`config.mk`:
```
export PLATFORM = sky130hd
export DESIGN_NAME = suspendable_timebase_accumulator_flat
export DESIGN_NICKNAME = d
export VERILOG_FILES = /design/src/hdl/stba_pkg.sv /design/src/hdl/stba_req_if.sv /design/src/hdl/stba_rsp_if.sv /design/src/hdl/suspendable_timebase_accumulator.sv /design/src/hdl/stba_ms_split.sv /design/src/flat_wrapper.sv
export SDC_FILE = /design/constraint.sdc
export NUM_CORES = 1
export LEC_CHECK = 0
export BUFFER_PORTS_ARGS = -buffer_cell sky130_fd_sc_hd__buf_4
export CAP_MARGIN = 10
export CORE_ASPECT_RATIO = 0.9
export CORE_MARGIN = 3
export CORE_UTILIZATION = 64
export DETAILED_ROUTE_END_ITERATION = 8
export PLACE_DENSITY = 0.81
export SLEW_MARGIN = 20
export SYNTH_ARGS = -nofsm -noshare
export SYNTH_HDL_FRONTEND = slang
export SYNTH_SLANG_ARGS = --single-unit
```
`constraint.sdc`:
```
create_clock -name clock -period 16.2 [get_ports clock]
set_input_delay 0.81 -clock clock [delete_from_list [all_inputs] [get_ports clock]]
set_output_delay 0.81 -clock clock [all_outputs]
set_load 0.02 [all_outputs]
```
`src/hdl/stba_pkg.sv`:
```
// stba_pkg: shared constants, operation and run-state codes, and the
// pipeline control struct of the suspendable timebase accumulator.
// No dependencies.
`timescale 1ns / 1ps

package stba_pkg;

   // Default microseconds per millisecond
   localparam int TICKS_PER_MS_DEF = 1000;

   // Operation codes carried in the mode field
   localparam logic [2:0] MODE_START   = 3'd0;
   localparam logic [2:0] MODE_NOW     = 3'd1;
   localparam logic [2:0] MODE_SUSPEND = 3'd2;
   localparam logic [2:0] MODE_RESUME  = 3'd3;
   localparam logic [2:0] MODE_STOP    = 3'd4;
   localparam logic [2:0] MODE_HEALTH  = 3'd5;

   // Run states
   localparam logic [1:0] ST_OFF       = 2'd0;
   localparam logic [1:0] ST_RUNNING   = 2'd1;
   localparam logic [1:0] ST_SUSPENDED = 2'd2;
   localparam logic [1:0] ST_FAULT     = 2'd3;

   // Per-transaction control that travels alongside the delta
   typedef struct packed {
      logic       ok;
      logic       add;
      logic       clear;
      logic [1:0] run_state;
   } ctrl_type;

endpackage

```
`src/hdl/stba_req_if.sv`:
```
// stba_req_if: request channel (valid/ready plus operation payload).
// Depends on nothing.
`timescale 1ns / 1ps

interface stba_req_if;
   logic        valid;
   logic        ready;
   logic [2:0]  mode;
   logic [31:0] counter_value;
   logic [31:0] sleep_us;
   logic        timer_intact;
   logic        caller_ok;

   modport source (output valid, mode, counter_value, sleep_us, timer_intact,
                   caller_ok, input ready);
   modport sink   (input valid, mode, counter_value, sleep_us, timer_intact,
                   caller_ok, output ready);
endinterface

```
`src/hdl/stba_rsp_if.sv`:
```
// stba_rsp_if: response channel (valid/ready plus status and totals).
// Depends on nothing.
`timescale 1ns / 1ps

interface stba_rsp_if;
   logic        valid;
   logic        ready;
   logic        ok;
   logic [31:0] time_us;
   logic [31:0] time_ms;
   logic [1:0]  run_state;

   modport source (output valid, ok, time_us, time_ms, run_state, input ready);
   modport sink   (input valid, ok, time_us, time_ms, run_state, output ready);
endinterface

```
`src/hdl/suspendable_timebase_accumulator.sv`:
```
// suspendable_timebase_accumulator: top level, run-state control, total
// accumulation and response register. Uses stba_pkg, stba_req_if,
// stba_rsp_if and stba_ms_split.
`timescale 1ns / 1ps

// Timebase keeper with off/running/suspended/fault states. Each request
// transaction carries an operation and a sampled free-running microsecond
// count; each produces exactly one response with the status, the wrapping
// microsecond and millisecond totals and the run state after the operation.
// One transaction is accepted per clock unless the pipeline is stalled.
// Five register stages sit between request and response: the control
// stage, three stages of the millisecond split (reciprocal multiply,
// remainder estimate, correction) and the accumulate/response register.
// Run state and last sample update at acceptance, so back-to-back
// operations see each other immediately; the totals update in order at
// the last stage. Backpressure on the response side stalls the pipeline
// stage by stage, so requests are still taken while bubbles remain.
module suspendable_timebase_accumulator
   import stba_pkg::*;
#(
   parameter int TICKS_PER_MS = TICKS_PER_MS_DEF
) (
   input  logic        clock,
   input  logic        reset,
   stba_req_if.sink    req_if,
   stba_rsp_if.source  rsp_if
);

   localparam int RemW = $clog2(TICKS_PER_MS);
   localparam logic [RemW:0] TicksW = (RemW+1)'(TICKS_PER_MS);

   // architectural state
   logic [1:0]      run_mode_ff, run_mode_in;
   logic [31:0]     last_count_ff, last_count_in;
   logic [RemW-1:0] sub_ms_ff, sub_ms_in;
   logic [31:0]     micros_ff, micros_in;
   logic [31:0]     millis_ff, millis_in;

   // control stage register
   logic            s1_valid_ff;
   logic [31:0]     s1_delta_ff, s1_delta_in;
   ctrl_type        s1_ctrl_ff, s1_ctrl_in;
   logic            s1_ready;
   logic            req_take;

   // split pipeline outputs
   logic            sp_in_ready;
   logic            sp_valid;
   logic [31:0]     sp_delta;
   ctrl_type        sp_ctrl;
   logic [31:0]     sp_quot;
   logic [RemW-1:0] sp_rem;

   // response register
   logic            rsp_valid_ff;
   logic            rsp_ok_ff;
   logic [1:0]      rsp_state_ff;
   logic            out_ready;
   logic            out_load;

   logic [RemW:0]   rem_sum;
   logic            carry;

   assign s1_ready     = !s1_valid_ff || sp_in_ready;
   assign req_if.ready = s1_ready;
   assign req_take     = req_if.valid && s1_ready;

   // Operation decode against the current run state
   always_comb begin
      run_mode_in   = run_mode_ff;
      last_count_in = last_count_ff;
      s1_delta_in   = 32'd0;
      s1_ctrl_in    = '0;
      case (req_if.mode)
         MODE_START: begin
            if (req_if.caller_ok && run_mode_ff == ST_OFF && req_if.timer_intact) begin
               s1_ctrl_in.clear = 1'b1;
               s1_ctrl_in.ok    = 1'b1;
               last_count_in    = 32'd0;
               run_mode_in      = ST_RUNNING;
            end
         end
         MODE_NOW, MODE_SUSPEND: begin
            if (req_if.caller_ok && run_mode_ff == ST_RUNNING) begin
               if (req_if.timer_intact) begin
                  s1_ctrl_in.add = 1'b1;
                  s1_ctrl_in.ok  = 1'b1;
                  s1_delta_in    = req_if.counter_value - last_count_ff;
                  last_count_in  = req_if.counter_value;
                  if (req_if.mode == MODE_SUSPEND) run_mode_in = ST_SUSPENDED;
               end else begin
                  run_mode_in = ST_FAULT;
               end
            end
         end
         MODE_RESUME: begin
            if (req_if.caller_ok && run_mode_ff == ST_SUSPENDED) begin
               // counter must not have moved while suspended
               if (req_if.timer_intact && req_if.counter_value == last_count_ff) begin
                  s1_ctrl_in.add = 1'b1;
                  s1_ctrl_in.ok  = 1'b1;
                  s1_delta_in    = req_if.sleep_us;
                  run_mode_in    = ST_RUNNING;
               end else begin
                  run_mode_in = ST_FAULT;
               end
            end
         end
         MODE_STOP: begin
            if (req_if.caller_ok && run_mode_ff != ST_OFF) begin
               run_mode_in   = ST_OFF;
               s1_ctrl_in.ok = 1'b1;
            end
         end
         MODE_HEALTH: begin
            s1_ctrl_in.ok = (run_mode_ff == ST_RUNNING) || (run_mode_ff == ST_SUSPENDED);
         end
         default: begin
            // unused codes: rejected, no change
         end
      endcase
      s1_ctrl_in.run_state = run_mode_in;
   end

   always_ff @(posedge clock) begin
      if (reset) begin
         run_mode_ff   <= ST_OFF;
         last_count_ff <= 32'd0;
         s1_valid_ff   <= 1'b0;
      end else begin
         if (req_take) begin
            run_mode_ff   <= run_mode_in;
            last_count_ff <= last_count_in;
         end
         if (s1_ready) s1_valid_ff <= req_if.valid;
      end
   end

   always_ff @(posedge clock) begin
      if (req_take) begin
         s1_delta_ff <= s1_delta_in;
         s1_ctrl_ff  <= s1_ctrl_in;
      end
   end

   stba_ms_split #(
      .TICKS_PER_MS (TICKS_PER_MS)
   ) u_split (
      .clock     (clock),
      .reset     (reset),
      .in_valid  (s1_valid_ff),
      .in_ready  (sp_in_ready),
      .in_delta  (s1_delta_ff),
      .in_ctrl   (s1_ctrl_ff),
      .out_valid (sp_valid),
      .out_ready (out_ready),
      .out_delta (sp_delta),
      .out_ctrl  (sp_ctrl),
      .out_quot  (sp_quot),
      .out_rem   (sp_rem)
   );

   assign out_ready = !rsp_valid_ff || rsp_if.ready;
   assign out_load  = sp_valid && out_ready;

   // Fold the remainder into the carried fraction; at most one extra ms
   assign rem_sum = {1'b0, sub_ms_ff} + {1'b0, sp_rem};
   assign carry   = rem_sum >= TicksW;

   always_comb begin
      sub_ms_in = sub_ms_ff;
      micros_in = micros_ff;
      millis_in = millis_ff;
      if (sp_ctrl.clear) begin
         sub_ms_in = '0;
         micros_in = 32'd0;
         millis_in = 32'd0;
      end else if (sp_ctrl.add) begin
         sub_ms_in = carry ? RemW'(rem_sum - TicksW) : RemW'(rem_sum);
         micros_in = micros_ff + sp_delta;
         millis_in = millis_ff + sp_quot + 32'(carry);
      end
   end

   always_ff @(posedge clock) begin
      if (reset) begin
         sub_ms_ff    <= '0;
         micros_ff    <= 32'd0;
         millis_ff    <= 32'd0;
         rsp_valid_ff <= 1'b0;
      end else begin
         if (out_load) begin
            sub_ms_ff <= sub_ms_in;
            micros_ff <= micros_in;
            millis_ff <= millis_in;
         end
         if (out_ready) rsp_valid_ff <= sp_valid;
      end
   end

   always_ff @(posedge clock) begin
      if (out_load) begin
         rsp_ok_ff    <= sp_ctrl.ok;
         rsp_state_ff <= sp_ctrl.run_state;
      end
   end

   // totals registers double as the response payload
   assign rsp_if.valid     = rsp_valid_ff;
   assign rsp_if.ok        = rsp_ok_ff;
   assign rsp_if.time_us   = micros_ff;
   assign rsp_if.time_ms   = millis_ff;
   assign rsp_if.run_state = rsp_state_ff;

endmodule

```
`src/hdl/stba_ms_split.sv`:
```
// stba_ms_split: three-stage pipeline that splits a 32-bit delta into whole
// milliseconds and a sub-millisecond remainder. Uses stba_pkg.
`timescale 1ns / 1ps

module stba_ms_split
   import stba_pkg::*;
#(
   parameter int TICKS_PER_MS = TICKS_PER_MS_DEF
) (
   input  logic                             clock,
   input  logic                             reset,
   input  logic                             in_valid,
   output logic                             in_ready,
   input  logic [31:0]                      in_delta,
   input  ctrl_type                         in_ctrl,
   output logic                             out_valid,
   input  logic                             out_ready,
   output logic [31:0]                      out_delta,
   output ctrl_type                         out_ctrl,
   output logic [31:0]                      out_quot,
   output logic [$clog2(TICKS_PER_MS)-1:0] out_rem
);

   localparam int RemW = $clog2(TICKS_PER_MS);
   // floor(2^32 / ticks): estimate is exact or one low
   localparam logic [63:0] RecipWide = (64'd1 << 32) / 64'(TICKS_PER_MS);
   localparam logic [31:0] Recip     = RecipWide[31:0];
   localparam logic [RemW:0] TicksW  = (RemW+1)'(TICKS_PER_MS);

   logic            va_ff, vb_ff, vc_ff;
   logic            ready_a, ready_b, ready_c;
   logic [31:0]     delta_a_ff, delta_b_ff, delta_c_ff;
   ctrl_type        ctrl_a_ff, ctrl_b_ff, ctrl_c_ff;
   logic [31:0]     qest_a_ff, qest_b_ff, quot_c_ff;
   logic [RemW:0]   rraw_b_ff;
   logic [RemW-1:0] rem_c_ff;

   logic [31:0]     qest_in;
   logic [RemW:0]   qd_low;
   logic [RemW:0]   rraw_in;
   logic            over;

   assign ready_c  = !vc_ff || out_ready;
   assign ready_b  = !vb_ff || ready_c;
   assign ready_a  = !va_ff || ready_b;
   assign in_ready = ready_a;

   // stage a: reciprocal multiply
   assign qest_in = 32'((64'(in_delta) * 64'(Recip)) >> 32);
   // stage b: remainder estimate, low bits suffice (below twice ticks)
   assign qd_low  = (RemW+1)'(qest_a_ff * 32'(TICKS_PER_MS));
   assign rraw_in = delta_a_ff[RemW:0] - qd_low;
   // stage c: one correction step
   assign over    = rraw_b_ff >= TicksW;

   always_ff @(posedge clock) begin
      if (reset) begin
         va_ff <= 1'b0;
         vb_ff <= 1'b0;
         vc_ff <= 1'b0;
      end else begin
         if (ready_a) va_ff <= in_valid;
         if (ready_b) vb_ff <= va_ff;
         if (ready_c) vc_ff <= vb_ff;
      end
   end

   always_ff @(posedge clock) begin
      if (ready_a) begin
         delta_a_ff <= in_delta;
         ctrl_a_ff  <= in_ctrl;
         qest_a_ff  <= qest_in;
      end
      if (ready_b) begin
         delta_b_ff <= delta_a_ff;
         ctrl_b_ff  <= ctrl_a_ff;
         qest_b_ff  <= qest_a_ff;
         rraw_b_ff  <= rraw_in;
      end
      if (ready_c) begin
         delta_c_ff <= delta_b_ff;
         ctrl_c_ff  <= ctrl_b_ff;
         quot_c_ff  <= qest_b_ff + 32'(over);
         rem_c_ff   <= over ? RemW'(rraw_b_ff - TicksW) : RemW'(rraw_b_ff);
      end
   end

   assign out_valid = vc_ff;
   assign out_delta = delta_c_ff;
   assign out_ctrl  = ctrl_c_ff;
   assign out_quot  = quot_c_ff;
   assign out_rem   = rem_c_ff;

endmodule

```
`src/flat_wrapper.sv`:
```
// flat-port wrapper written by rule: the top's interface ports become plain ports
module suspendable_timebase_accumulator_flat import stba_pkg::*;
#(
   parameter int TICKS_PER_MS = TICKS_PER_MS_DEF
)
  (clock, reset, req_if_valid, req_if_mode, req_if_counter_value, req_if_sleep_us, req_if_timer_intact, req_if_caller_ok, req_if_ready, rsp_if_valid, rsp_if_ok, rsp_if_time_us, rsp_if_time_ms, rsp_if_run_state, rsp_if_ready);
  stba_req_if req_if_i ();
  stba_rsp_if rsp_if_i ();
  input  logic clock;
  input  logic reset;
  input wire logic [$bits(req_if_i.valid)-1:0] req_if_valid;
  input wire logic [$bits(req_if_i.mode)-1:0] req_if_mode;
  input wire logic [$bits(req_if_i.counter_value)-1:0] req_if_counter_value;
  input wire logic [$bits(req_if_i.sleep_us)-1:0] req_if_sleep_us;
  input wire logic [$bits(req_if_i.timer_intact)-1:0] req_if_timer_intact;
  input wire logic [$bits(req_if_i.caller_ok)-1:0] req_if_caller_ok;
  output wire logic [$bits(req_if_i.ready)-1:0] req_if_ready;
  output wire logic [$bits(rsp_if_i.valid)-1:0] rsp_if_valid;
  output wire logic [$bits(rsp_if_i.ok)-1:0] rsp_if_ok;
  output wire logic [$bits(rsp_if_i.time_us)-1:0] rsp_if_time_us;
  output wire logic [$bits(rsp_if_i.time_ms)-1:0] rsp_if_time_ms;
  output wire logic [$bits(rsp_if_i.run_state)-1:0] rsp_if_run_state;
  input wire logic [$bits(rsp_if_i.ready)-1:0] rsp_if_ready;
  assign req_if_i.valid = req_if_valid;
  assign req_if_i.mode = req_if_mode;
  assign req_if_i.counter_value = req_if_counter_value;
  assign req_if_i.sleep_us = req_if_sleep_us;
  assign req_if_i.timer_intact = req_if_timer_intact;
  assign req_if_i.caller_ok = req_if_caller_ok;
  assign req_if_ready = req_if_i.ready;
  assign rsp_if_valid = rsp_if_i.valid;
  assign rsp_if_ok = rsp_if_i.ok;
  assign rsp_if_time_us = rsp_if_i.time_us;
  assign rsp_if_time_ms = rsp_if_i.time_ms;
  assign rsp_if_run_state = rsp_if_i.run_state;
  assign rsp_if_i.ready = rsp_if_ready;
  suspendable_timebase_accumulator #(.TICKS_PER_MS(TICKS_PER_MS)) u_core (.clock(clock), .reset(reset), .req_if(req_if_i), .rsp_if(rsp_if_i));
endmodule
```
==> impl_metrics.json, run 1 <==
{
  "holdBufCountCts": 0,
  "cts.clk_slew.worst_paths_ps": 70,
  "switchingPower_w": 0.00184,
  "fill_cells": 3062,
  "cts_tree": "done",
  "diodes": 0,
  "worstHoldStart": "u_core.u_split.qest_a_ff[20]",
  "clock-sinks": 349,
  "area_delta_synth_final_pct": 11.1,
  "maxSlewHeadroom_pct": 36.3,
  "cts_buffers": 39,
  "pre_cts_ws_ps": 9210,
  "syn_avg_cell_area_um2": 10.3,
  "combPwrFrac_pct": 51.9,
  "fmax_ghz": 0.142,
  "io_pins": 142,
  "drtPass1Iterations": 6,
  "synth.most_common_cell": "inv_1",
  "io_buffers": 141,
  "arrival_ps": 7380,
  "ff2ff_path_depth": 22,
  "r2r_setup_slack_ps": 9140,
  "synth_ff_type": "edfxtp_1",
  "dpl.hpwl_mm": 52.3,
  "placementRows": 72,
  "die_h_um": 207,
  "yosysUniqueCellTypes": 66,
  "grt_pass1_vias": 21300,
  "path_common_cell": "fa_1",
  "routabilityCongestion": 0.937,
  "grt_pass1_wl_mm": 110,
  "async_reset_ff_share_pct": 0,
  "final_cell_area_mm2": 0.0319,
  "vias": 20900,
  "syn_inst": 2788,
  "drtIter0Drc": 1459,
  "status": "completed",
  "drc": 0,
  "fin_crit_sh_pct": 43.6,
  "crit_chain": "ha_1, inv_1, fa_1, inv_1, ha_1, fa_1, inv_1, fa_1, inv_1, fa_1, fa_1, ha_1, nand4_1, nor2_1, and3_1, o41a_1, o311a_1, or2_4, a41o_1, a211oi_2, o21bai_1, and2_1",
  "max_stage_delay_ps": 720,
  "whs_endpoint": "u_core.u_split.qest_b_ff[20]",
  "multi_input_area_mm2": 0.0172,
  "clk_path_buf_depth": 3,
  "postPlaceCellArea_mm2": 0.0304,
  "synth_top_area_share_pct": 24.7,
  "timing.rr.start": "u_core.s1_delta_ff[12]",
  "r2r_end": "u_core.u_split.qest_a_ff[22]",
  "final-seq-area_mm2": 0.00935,
  "grt_max_degree": 69,
  "cp_slowest_cell": "edfxtp_1",
  "setup_viol": 0,
  "post_cts_buffers": 0,
  "crit_fanout": 11,
  "final_max_slew_viol_count": 0,
  "start_kind": "flop",
  "worstMarginPinSlew_ps": 932,
  "worst-path-buf-inv": 4,
  "fin_nets": 3674,
  "netlist_area_mm2": 0.0287,
  "period_minus_slack_ps": 7060,
  "p_leak_nw": 15.2,
  "p_clk_share_pct": 21.2,
  "start_util_pct": 65.7,
  "final_layout_size_suffix_gt1_share_pct": 8.11,
  "cap_violations": 0,
  "cp_top_family": "adder cells",
  "critPathKind": "flop to flop",
  "via_per_inst": 5.86,
  "ant_nets": 0,
  "track_usage_pct": 29.1,
  "die-area_mm2": 0.0474,
  "irDropWorstVdd_v": 0.000205,
  "synth_seq_cells": 349,
  "core-area_mm2": 0.0436,
  "powerDensity_mw_per_mm2": 146,
  "rsz0062_at_grt": "false",
  "power.total_w": 0.00465,
  "die_x_um": 229,
  "clock_latency_ps": 580,
  "hold_class": "flop to flop",
  "hold_slack_ps": 414,
  "wire_per_inst_um": 19.2,
  "yosys.area.top_type": "edfxtp_1",
  "synth_common_cells": "inv_1, ha_1, edfxtp_1",
  "skew_ps": 21.2,
  "cts_resized": 0,
  "p_int_w": 0.00281,
  "cp-end-kind": "flop",
  "required_ps": 16510,
  "antenna_found_initial": 1,
  "wirelength_mm": 68.4,
  "h-tree-depth": 2,
  "p_seq_share_pct": 26.9,
  "grt_overflow": 0,
  "switching_share_pct": 39.5,
  "yosysWarnings": 0,
  "synthTopCellsByArea": "edfxtp_1, ha_1, fa_1",
  "setup_ws_ps": 9140,
  "synth_nets": 3523,
  "root_buffer": "clkbuf_16",
  "hold_viol": 0,
  "finalSetupTns_ps": 0,
  "hold_path_depth": 0,
  "seq_area_frac_synth_pct": 32.6,
  "synth_edf_count": 236
}
worst reg2reg max path, delay by kind of cell (launching register included):
kind | cells | cell delay (ps)
compound gates | 5 | 1490
fa+ha+maj | 8 | 3510
buf+inv | 4 | 210
flops | 1 | 720
simple gates | 5 | 860
state kept, by name, indices dropped and copies added (netlist names), 7 cells and up:
register,count
u_core.last_count_ff,32
u_core.rsp_if.time_ms,32
u_core.rsp_if.time_us,32
u_core.s1_delta_ff,32
u_core.sub_ms_ff,10
u_core.u_split.delta_a_ff,32
u_core.u_split.delta_b_ff,32
u_core.u_split.out_delta,32
u_core.u_split.out_quot,24
u_core.u_split.out_rem,7
u_core.u_split.qest_a_ff,23
u_core.u_split.qest_b_ff,23
u_core.u_split.rraw_b_ff,8
cell usage in the layout, fill, tap and decap left out, types with 5 or more instances in the layout:
master / synthesis / final
or2_2: 5 / 5
nor2_1: 128 / 127
a21oi_1: 142 / 141
xnor2_1: 80 / 80
o31a_1: 6 / 6
buf_4: 0 / 154
mux2i_1: 5 / 5
a211o_1: 5 / 5
a22o_1: 8 / 8
o21a_1: 19 / 19
a32oi_1: 8 / 8
clkbuf_16: 0 / 39
nand2b_1: 29 / 29
ha_1: 433 / 433
a211oi_1: 11 / 11
a21o_1: 71 / 71
o21ai_0: 119 / 119
or3_1: 11 / 11
dfxtp_1: 113 / 113
o211ai_1: 11 / 11
nor3_1: 36 / 35
bufinv_16: 0 / 8
and2_1: 7 / 7
nand3_1: 70 / 70
inv_1: 544 / 543
a22oi_1: 33 / 33
o21bai_1: 9 / 9
fa_1: 229 / 229
xor2_1: 63 / 63
a31oi_1: 18 / 17
clkbuf_1: 42 / 5
nand4_1: 24 / 24
edfxtp_1: 236 / 236
nor4_1: 7 / 7
nor2b_1: 24 / 24
and3_1: 17 / 17
nand2_1: 152 / 150
cell type report:
type / instances / area share (%)
flip-flops and latches: 349 / 29.3
clock buffers: 47 / 3.25
well taps: 592 / 2.33
multi-input cells: 1851 / 53.8
inverters: 544 / 6.41
clock inverters: 25 / 1.20
repair buffers: 154 / 3.63
cells by family (layout without fill, tap and decap cells):
kind of cell               Yosys count  after routing  share of synthesized area (%)
xor gates and xnor gates           143            143                           4.37
AOI/OAI and AO/OA                  513            513                           11.5
and+or+nand+nor                    528            528                           8.75
muxes                                5              5                          0.175
buffers and inverters              588            770                           7.70
adders and majority gates          662            662                           34.9
DFF                                349            349                           32.6
worst max path at each step:
| stage | startpoint | to | slack (ps) | depth (start not counted) |
|---|---|---|---|---|
| final | u_core.s1_delta_ff[12] | u_core.u_split.qest_a_ff[22] | 9140 | 22 |
| after global routing | u_core.s1_delta_ff[13] | u_core.u_split.qest_a_ff[22] | 8900 | 22 |
| after CTS | u_core.s1_delta_ff[8] | u_core.u_split.qest_a_ff[22] | 9160 | 22 |
| after detailed placement | u_core.s1_delta_ff[8] | u_core.u_split.qest_a_ff[22] | 9210 | 22 |
| after global placement | u_core.s1_delta_ff[12] | u_core.u_split.qest_a_ff[22] | 9380 | 22 |
| after floorplan | u_core.s1_delta_ff[9] | u_core.u_split.qest_a_ff[22] | 9870 | 24 |
power groups by stage:
| stage | logic (W) | clock network [W] | registers (W) |
|---|---|---|---|
| global route | 0.00270 | 0.00103 | 0.00126 |
| CTS | 0.00240 | 0.000996 | 0.00125 |
| global placement | 0.00221 | 0 | 0.00126 |
| detailed placement | 0.00233 | 0 | 0.00127 |
| finish | 0.00242 | 0.000983 | 0.00125 |
| floorplan | 0.00181 | 0 | 0.00123 |
metrics by stage:
stage,util (%),cells
floorplan,-,2788
global placement,69.8,3490
detailed placement,69.8,3490
CTS,73.1,3562
global route,73.1,3562
finish,73.1,3562
metal layers:
| metal | global-route usage [%] | routed length, µm | part of all wire [%] | up-vias |
|---|---|---|---|---|
| li1 | - | - | - | 9790 |
| met2 | 48.6 | 32400 | 47 | 792 |
| met5 | 0 | 0 | 0 | - |
| met4 | 9.01 | 1980 | 2.9 | 0 |
| met3 | 4.60 | 4810 | 7.0 | 154 |
| met1 | 39.5 | 29300 | 43 | 10100 |
(Power assumes the default switching activity.)
==> inputs of run 2 (changes only) <==
Clock period 16.2 ns to 7 ns, I/O delays scaled along.
==> run 2 against run 1 <==
  * Design area up 0.63%
  * Register-to-register slack got worse by 8900 ps
  * Clock skew down 5.8 ps
  * Non-clock buffer count rose by 46
  * Routed wire length is 1.9% higher
  * Critical path type unchanged
  * Largest cell class unchanged
==> impl_metrics.json, run 2 (same netlist as run 1, synthesis figures left out) <==
{
  "status": "completed",
  "setup_ws_ps": 191,
  "grt_overflow": 0,
  "start_util_pct": 65.7,
  "start_kind": "flop",
  "io_buffers": 141,
  "track_usage_pct": 29.5,
  "drtIter0Drc": 1599,
  "vias": 21100,
  "fmax_ghz": 0.147,
  "cts_buffers": 39,
  "antenna_found_initial": 0,
  "p_leak_nw": 15.4,
  "via_per_inst": 5.83,
  "clock_latency_ps": 580,
  "cts_tree": "done",
  "die-area_mm2": 0.0474,
  "maxSlewHeadroom_pct": 43.2,
  "path_common_cell": "inv_1",
  "final-seq-area_mm2": 0.00935,
  "period_minus_slack_ps": 6810,
  "pre_cts_ws_ps": 191,
  "cap_violations": 0,
  "cp-end-kind": "flop",
  "grt_max_degree": 69,
  "wirelength_mm": 69.8,
  "clock-sinks": 349,
  "final_cell_mix": "inv_1, ha_1, edfxtp_1",
  "powerDensity_mw_per_mm2": 328,
  "final_common_cell": "inv_1",
  "hold_class": "input port to flop",
  "skew_ps": 15.4,
  "fin_nets": 3720,
  "h-tree-depth": 2,
  "max_stage_delay_ps": 530,
  "area_delta_synth_final_pct": 11.8,
  "holdBufCountCts": 0,
  "ant_nets": 0,
  "routabilityCongestion": 0.963,
  "clk_path_buf_depth": 3,
  "drc": 0,
  "crit_fanout": 5,
  "worstMarginPinSlew_ps": 851,
  "io_pins": 142,
  "hold_viol": 0,
  "cp_slowest_cell": "fa_1",
  "placementRows": 72,
  "rsz0062_at_grt": "false",
  "required_ps": 7320,
  "final_max_slew_viol_count": 0,
  "hold_slack_ps": 47.5,
  "critPathKind": "flop to flop",
  "dpl.hpwl_mm": 53.8,
  "arrival_ps": 7130,
  "drtPass1Iterations": 7,
  "grt_pass1_vias": 21200,
  "grt_pass1_wl_mm": 110,
  "cts.clk_slew.worst_paths_ps": 60,
  "multi_input_area_mm2": 0.0172,
  "core-area_mm2": 0.0436,
  "finalSetupTns_ps": 0,
  "irDropWorstVdd_v": 0.000360,
  "final_layout_size_suffix_gt1_share_pct": 9.42,
  "fill_cells": 3072,
  "crit_chain": "ha_1, inv_1, fa_1, inv_1, ha_1, inv_1, fa_1, inv_1, ha_1, fa_1, inv_1, fa_1, inv_1, ha_1, a21o_1, a31o_1, and3_1, o41a_1, o311a_4, or2_4, a41o_1, a211oi_2, o21bai_1, and2_1",
  "diodes": 0,
  "wire_per_inst_um": 19.3,
  "die_x_um": 229,
  "setup_viol": 0,
  "die_h_um": 207,
  "fin_crit_sh_pct": 97.3,
  "root_buffer": "clkbuf_16"
}
## run 2: cell types whose count changed in the layout (fill, tap and decap cells not counted), sizes merged
cell,previous run,this run
inv,547,546
clkbuf,47,49
clkinvlp,2,4
buf,154,200
clkinv,12,15
bufinv,8,2
## run 2: metal layers
layer  GRT usage, %  part of all wire [%]  up-vias
met5              0                     0        -
met4           10.2                   3.5        0
met3           4.65                   7.0      140
met2           50.4                    48      757
met1           38.8                    42    10300
li1               -                     -     9874
## run 2: path summary, 6_finish.rpt
check | start | end | slack, ps | cells after the start
setup / recovery | u_core.s1_delta_ff[9] | u_core.u_split.qest_a_ff[22] | 190 | 24
hold / removal | req_if_counter_value[15] | u_core.last_count_ff[15] | 50 | 3
setup reg to reg | u_core.s1_delta_ff[9] | u_core.u_split.qest_a_ff[22] | 190 | 24
hold reg to reg | u_core.u_split.delta_b_ff[7] | u_core.u_split.out_delta[7] | 410 | 0
## run 2: final cells by class
cell class / count / share of cell area (%)
tap: 592 / 2.31
clock buffer: 49 / 3.26
timing repair buffer: 200 / 4.68
clock inverter: 23 / 0.671
sequential: 349 / 29.2
inverter: 544 / 6.37
multi-input combinational: 1851 / 53.5
## run 2: critical path, delay by kind of cell (launching register included)
family                     cells  cell delay [ps]
AOI/OAI and AO/OA              7             1920
adders and majority gates      8             3220
buffers and inverters          6              290
DFF                            1              440
and+or+nand+nor                3              650
## run 2: through the flow
step                util, %  total power, W  instance area (µm²)  cells
global route           73.5          0.0114                32100   3608
global placement       70.4         0.00810                30700   3524
detailed placement     70.4         0.00833                30700   3524
CTS                    73.3          0.0105                31900   3596
floorplan                 -         0.00703                28700   2788
finish                 73.5          0.0105                32100   3608
## run 2: where the power goes
part | switching [W] | internal, W
Combinational | 0.00313 | 0.00246
Clock | 0.000893 | 0.00115
Sequential | 0.000189 | 0.00268
Total | 0.00421 | 0.00629
## run 2: repair_timing
item,in CTS,in global routing
endpoints found under the hold margin,0,0
endpoints found under the setup margin,0,2
buffers inserted,0,12
resized for setup,0,3
